$ cat config.mk
export PLATFORM = sky130hd
export DESIGN_NAME = gtg_sqrt
export DESIGN_NICKNAME = d
export VERILOG_FILES = /design/src/rtl/core/gtg_pkg.sv /design/src/rtl/core/gtg_sqrt.sv
export SDC_FILE = /design/constraint.sdc
export NUM_CORES = 2
export LEC_CHECK = 0
export ABC_AREA = 1
export BUFFER_PORTS_ARGS = -buffer_cell sky130_fd_sc_hd__buf_4
export CAP_MARGIN = 20
export CORE_MARGIN = 2
export CORE_UTILIZATION = 63
export DETAILED_ROUTE_END_ITERATION = 7
export MAX_ROUTING_LAYER = met4
export PLACE_DENSITY = 0.8
export RECOVER_POWER = 100
export SYNTH_ARGS = -nofsm -noshare
export SYNTH_HDL_FRONTEND = slang
export SYNTH_SLANG_ARGS = --single-unit
$ cat constraint.sdc
create_clock -name i_clk -period 11.76 [get_ports i_clk]
set_input_delay 1.764 -clock i_clk [delete_from_list [all_inputs] [get_ports i_clk]]
set_output_delay 1.764 -clock i_clk [all_outputs]
set_load 0.005 [all_outputs]
$ cat src/rtl/core/gtg_pkg.sv
// Shared constants, types and the arctangent table for the go-to-goal controller.
// No dependencies.
package gtg_pkg;

    // CORDIC datapath widths (vector components and Q.20 angle)
    localparam int XW = 44;
    localparam int ZW = 26;

    localparam int CORDIC_ITERS = 16;

    // Angle constants
    localparam logic signed [ZW-1:0] PI_Q20      = 26'sd3294199;
    localparam logic signed [ZW-1:0] TWO_PI_Q20  = 26'sd6588398;
    localparam logic signed [ZW-1:0] HALF_PI_Q20 = 26'sd1647099;
    localparam logic signed [16:0]   PI_Q13      = 17'sd25736;
    localparam logic signed [16:0]   TWO_PI_Q13  = 17'sd51472;

    // 1/K in Q0.30
    localparam logic [29:0] GAIN_INV_Q30 = 30'd652032875;

    // Request actions
    localparam logic [1:0] ACT_POSE   = 2'd0;
    localparam logic [1:0] ACT_GOAL   = 2'd1;
    localparam logic [1:0] ACT_HAZARD = 2'd2;

    // Configuration register indexes
    localparam logic [1:0] REG_HEADING_GAIN = 2'd0;
    localparam logic [1:0] REG_SPEED_GAIN   = 2'd1;
    localparam logic [1:0] REG_ARRIVAL_THR  = 2'd2;

    // Command to the shared CORDIC unit
    typedef struct packed {
        logic start;
        logic vectoring;
    } t_cordic_cmd;

    // atan(2^-i) in Q.20
    function automatic logic [19:0] f_atan(input logic [4:0] idx);
        logic [19:0] v;
        case (idx)
            5'd0:    v = 20'd823550;
            5'd1:    v = 20'd486170;
            5'd2:    v = 20'd256879;
            5'd3:    v = 20'd130396;
            5'd4:    v = 20'd65451;
            5'd5:    v = 20'd32757;
            5'd6:    v = 20'd16383;
            5'd7:    v = 20'd8192;
            5'd8:    v = 20'd4096;
            5'd9:    v = 20'd2048;
            5'd10:   v = 20'd1024;
            5'd11:   v = 20'd512;
            5'd12:   v = 20'd256;
            5'd13:   v = 20'd128;
            5'd14:   v = 20'd64;
            5'd15:   v = 20'd32;
            5'd16:   v = 20'd16;
            5'd17:   v = 20'd8;
            5'd18:   v = 20'd4;
            5'd19:   v = 20'd2;
            5'd20:   v = 20'd1;
            default: v = 20'd0;
        endcase
        return v;
    endfunction

endpackage

$ cat src/rtl/core/gtg_sqrt.sv
// Iterative integer square root of a^2 + b^2, two radicand bits per cycle.
// Depends on gtg_pkg.
module gtg_sqrt
    import gtg_pkg::*;
(
    input  logic        i_clk,
    input  logic        i_rst_n,
    input  logic        i_start,
    input  logic [30:0] i_a,
    input  logic [30:0] i_b,
    output logic        o_done,
    output logic [31:0] o_root
);

    typedef enum logic [1:0] {Q_IDLE, Q_SQA, Q_SQB, Q_ITER} t_qstate;

    t_qstate     r_state;
    logic [30:0] r_a, r_b;
    logic [63:0] r_n;
    logic [34:0] r_rem;
    logic [31:0] r_root;
    logic [4:0]  r_cnt;
    logic        r_done;

    logic [34:0] n_rem_sh, n_trial;

    // one restoring step
    always_comb begin
        n_rem_sh = {r_rem[32:0], r_n[63:62]};
        n_trial  = {1'b0, r_root, 2'b01};
    end

    always_ff @(posedge i_clk) begin
        if (!i_rst_n) begin
            r_state <= Q_IDLE;
            r_done  <= 1'b0;
        end else begin
            r_done <= 1'b0;
            case (r_state)
                Q_IDLE: begin
                    if (i_start) begin
                        r_a     <= i_a;
                        r_b     <= i_b;
                        r_state <= Q_SQA;
                    end
                end
                Q_SQA: begin
                    r_n     <= {2'b00, 62'(r_a) * 62'(r_a)};
                    r_state <= Q_SQB;
                end
                Q_SQB: begin
                    r_n     <= r_n + {2'b00, 62'(r_b) * 62'(r_b)};
                    r_rem   <= '0;
                    r_root  <= '0;
                    r_cnt   <= 5'd31;
                    r_state <= Q_ITER;
                end
                Q_ITER: begin
                    if (n_rem_sh >= n_trial) begin
                        r_rem  <= n_rem_sh - n_trial;
                        r_root <= {r_root[30:0], 1'b1};
                    end else begin
                        r_rem  <= n_rem_sh;
                        r_root <= {r_root[30:0], 1'b0};
                    end
                    r_n   <= {r_n[61:0], 2'b00};
                    r_cnt <= r_cnt - 5'd1;
                    if (r_cnt == 5'd0) begin
                        r_done  <= 1'b1;
                        r_state <= Q_IDLE;
                    end
                end
                default: r_state <= Q_IDLE;
            endcase
        end
    end

    assign o_done = r_done;
    assign o_root = r_root;

endmodule

==> run summary <==
After routing, the total negative slack on setup checks comes to 0 ns. Routability-driven placement finished with a final weighted congestion of 1.03. For the max-slew violation count, the log shows 403. After synthesis, the cell types taking the most area are fa_1, inv_1, nand2_1. The worst setup path is captured at a flip-flop. The tools report the portion of the post-synthesis area used by sequential elements as 8.47%. The checks that failed: max-capacitance violations, max-slew violations.

The logs give 47 for the number of distinct library cells after synthesis and 58188 for the number of global-route vias before repair. Final hold analysis gives a worst-case slack of 0.572 ns. The tools report the number of buffers on the longest clock path as 2.

The first detailed-routing pass took 6 iterations. Static timing analysis puts the maximum clock frequency at 0.119 GHz. The number of cell rows came out at 122. The flow ran to the end, but the final reports show violations.

TritonCTS built the clock tree. The worst setup path is launched from a flip-flop. Top fanout value on the critical path: 32. The total wire length after detailed routing is 186000 um, and the layout overhead on the synthesized area is 4.03%. The first-pass GRT wire length came out at 306000 um.

The first routing iteration left 4147 violations. After clock tree synthesis, the repair step resized 0 gates. The H-tree depth is 4. The run gives 0.114 mm^2 as the die outline area. 98 I/O pins were placed.

Detailed placement ended at an HPWL of 157000 um. Dividing the detail-routed wire length by the instance count gives 18.1 um. The tree is rooted in a clkbuf_16.

The die span in y was 338 um; the via density per instance was 5.31. The fraction of registers with async set or reset after synthesis was 0%; the minimum clock period after layout was 8.42 ns. The number of buffer cells added on primary ports works out to 97. The filler cell count in the final layout is 9200.

The main flop type after synthesis is edfxtp_1. In the final layout, the multi-input gates occupy 0.0528 mm^2. Across every metal layer, demand over resource in global routing totals 35.8%. In the routed design, unresolved DRC markers number 0.

The kind of critical path is reg -> reg. The clock reaches the later pin of the worst-skew pair after 0.57 ns. The max capacitance violation total was 9. Of the available clock period, the critical path in the final layout requires 71.6%.

The worst clock skew was 0.0231 ns. The most common cell in the synthesized netlist is inv_1. The number of antenna violations at the first check in global routing is 1.

Transition at the pin with the smallest max-transition slack: 3.65 ns. The proportion of layout cells with a drive suffix above 1 was 2.63%. The run gives 12.04 ns as the required time of the critical path. The die is 338 um wide. By count the netlist is led by inv_1, nand2_1, fa_1. Counting flops and latches in the post-synthesis netlist gives 199.

The TritonCTS buffer count came out at 17. Entering global routing, the biggest net connects 72 pins. The number of hold violations in the final report came out at 0. The tree built by TritonCTS fans out to 199 sinks. The biggest area consumer among synthesized cells is fa_1. The run gives 0 as the count of synthesis-stage warnings from yosys. The count of nets left with antenna violations after detail routing came out at 0.

Type of the tightest min-delay check: reg -> reg. Across the whole layout, storage elements account for 0.00595 mm^2. STA puts the critical path data arrival time at 8.70 ns. Setup repair after global routing left no endpoint under its margin. The number of nets handed over by synthesis was 10980. For the via count, the log shows 54384.

The region available for standard cell placement spans 0.111 mm^2. The logs give 0 for the count of antenna diodes in the layout and 0 for the sum of overflow across all layers after global routing. Hold repair after CTS inserted 0 buffers. Setup violations remaining at the end of the flow were counted as 0. The synthesized area per cell was 7.99 um^2; the relative max-transition margin was -143%. Post-CTS timing repair inserted 0 buffers for setup.

Synthesis produced a netlist whose cell count is 8789. Clock-pin slew was measured on the worst setup and hold paths at 0.10 ns. The cell area that synthesis handed to floorplanning was 0.0702 mm^2. The share of Yosys cell area claimed by the top area cell type is 44.2%. For this run, the post-layout net count is 10938.

For this configuration, the core starts out at a cell density of 63.5%. The number of enable flip-flop cells after synthesis was 196.
==> cells in the final DEF (no fill, tap or decap), drive strengths merged, types with 2 or more instances in the layout <==
master and count:
nand2 2282, nand3 246, nand4 23, nand3b 55, o211ai 5, nor2 349
clkinvlp 2, clkinv 7, or2 23, a31o 3, buf 63, a21oi 172
and2 7, and3 8, a21o 9, xnor2 25, o21bai 22, xor2 50
o21a 2, ha 576, a22oi 2, a31oi 7, edfxtp 196, nor4 7
dfxtp 3, clkbuf 121, nor3 38, o21ai 81, fa 1550, inv 2818
==> critical path, cell delays in order, from the launching register on <==
cell and delay, ns:
edfxtp_1 0.33, clkbuf_1 1.37, nand2_1 0.31, fa_1 0.66
inv_1 0.07, fa_1 0.52, inv_1 0.07, fa_1 0.55
inv_1 0.07, fa_1 0.48, fa_1 0.46, fa_1 0.58
fa_1 0.43, ha_1 0.40, nand2_1 0.11, nand2_1 0.08
nand2_1 0.07, nand2_1 0.07, inv_1 0.06, nand2_1 0.11
nand3b_1 0.40, o21ai_0 0.78, nand3_1 0.14
==> cell type report <==
type,count,share of cell area [%]
multi-input combinational,5549,72.3
inverter,2813,14.5
clock buffer,17,0.583
timing repair buffer,167,1.63
clock inverter,15,0.326
tap,1488,2.55
sequential,199,8.14
==> flip-flops by register name, summed over array words and instances, names as in the netlist <==
register	count
o_done	1
r_rem	33
r_b	31
r_state	2
o_root	32
r_a	31
r_n	64
r_cnt	5
==> worst paths after layout <==
path / start / end / slack, ns / cells after the start
setup / recovery: r_b[0]$_DFFE_PP_ / r_n[25]$_DFFE_PP_ / 3.34 / 22
setup reg to reg: r_b[0]$_DFFE_PP_ / r_n[25]$_DFFE_PP_ / 3.34 / 22
hold reg to reg: r_cnt[4]$_SDFFCE_PN1P_ / o_done$_SDFF_PN0_ / 0.57 / 2
hold / removal: r_cnt[4]$_SDFFCE_PN1P_ / o_done$_SDFF_PN0_ / 0.57 / 2
==> per-stage QoR <==
step                      instance area [um^2]  utilization (%)  cells  setup WS, ns
after global routing                     73000             66.1  10248          2.92
after global placement                   72400             65.6  10216          3.96
after floorplan                          70200                -   8789          4.96
after CTS                                73100             66.2  10248          3.93
final                                    73000             66.1  10248          3.34
after detailed placement                 72400             65.6  10216          3.96
==> logic make-up (layout without fill, tap and decap cells) <==
family | count (synthesis) | after routing | share of synthesized area, %
XOR/XNOR | 75 | 75 | 0.936
flip-flops | 199 | 199 | 8.47
AND/OR/NAND/NOR | 3040 | 3040 | 17.4
buffers and inverters | 3041 | 3012 | 16.3
AO/OA/AOI/OAI | 308 | 308 | 2.40
adder cells (fa/ha/maj) | 2126 | 2126 | 54.5
==> per-layer routing <==
layer	wire length (um)	track usage (%)	vias up
li1	-	-	24903
met1	75000	46.6	26900
met2	91000	58.5	2117
met3	13300	4.26	464
met4	6690	12.2	0
met5	0	-	-
Power is left out: the tool's default activity adds up to more than one toggle a clock period on the data nets, which glitch-free logic cannot reach.
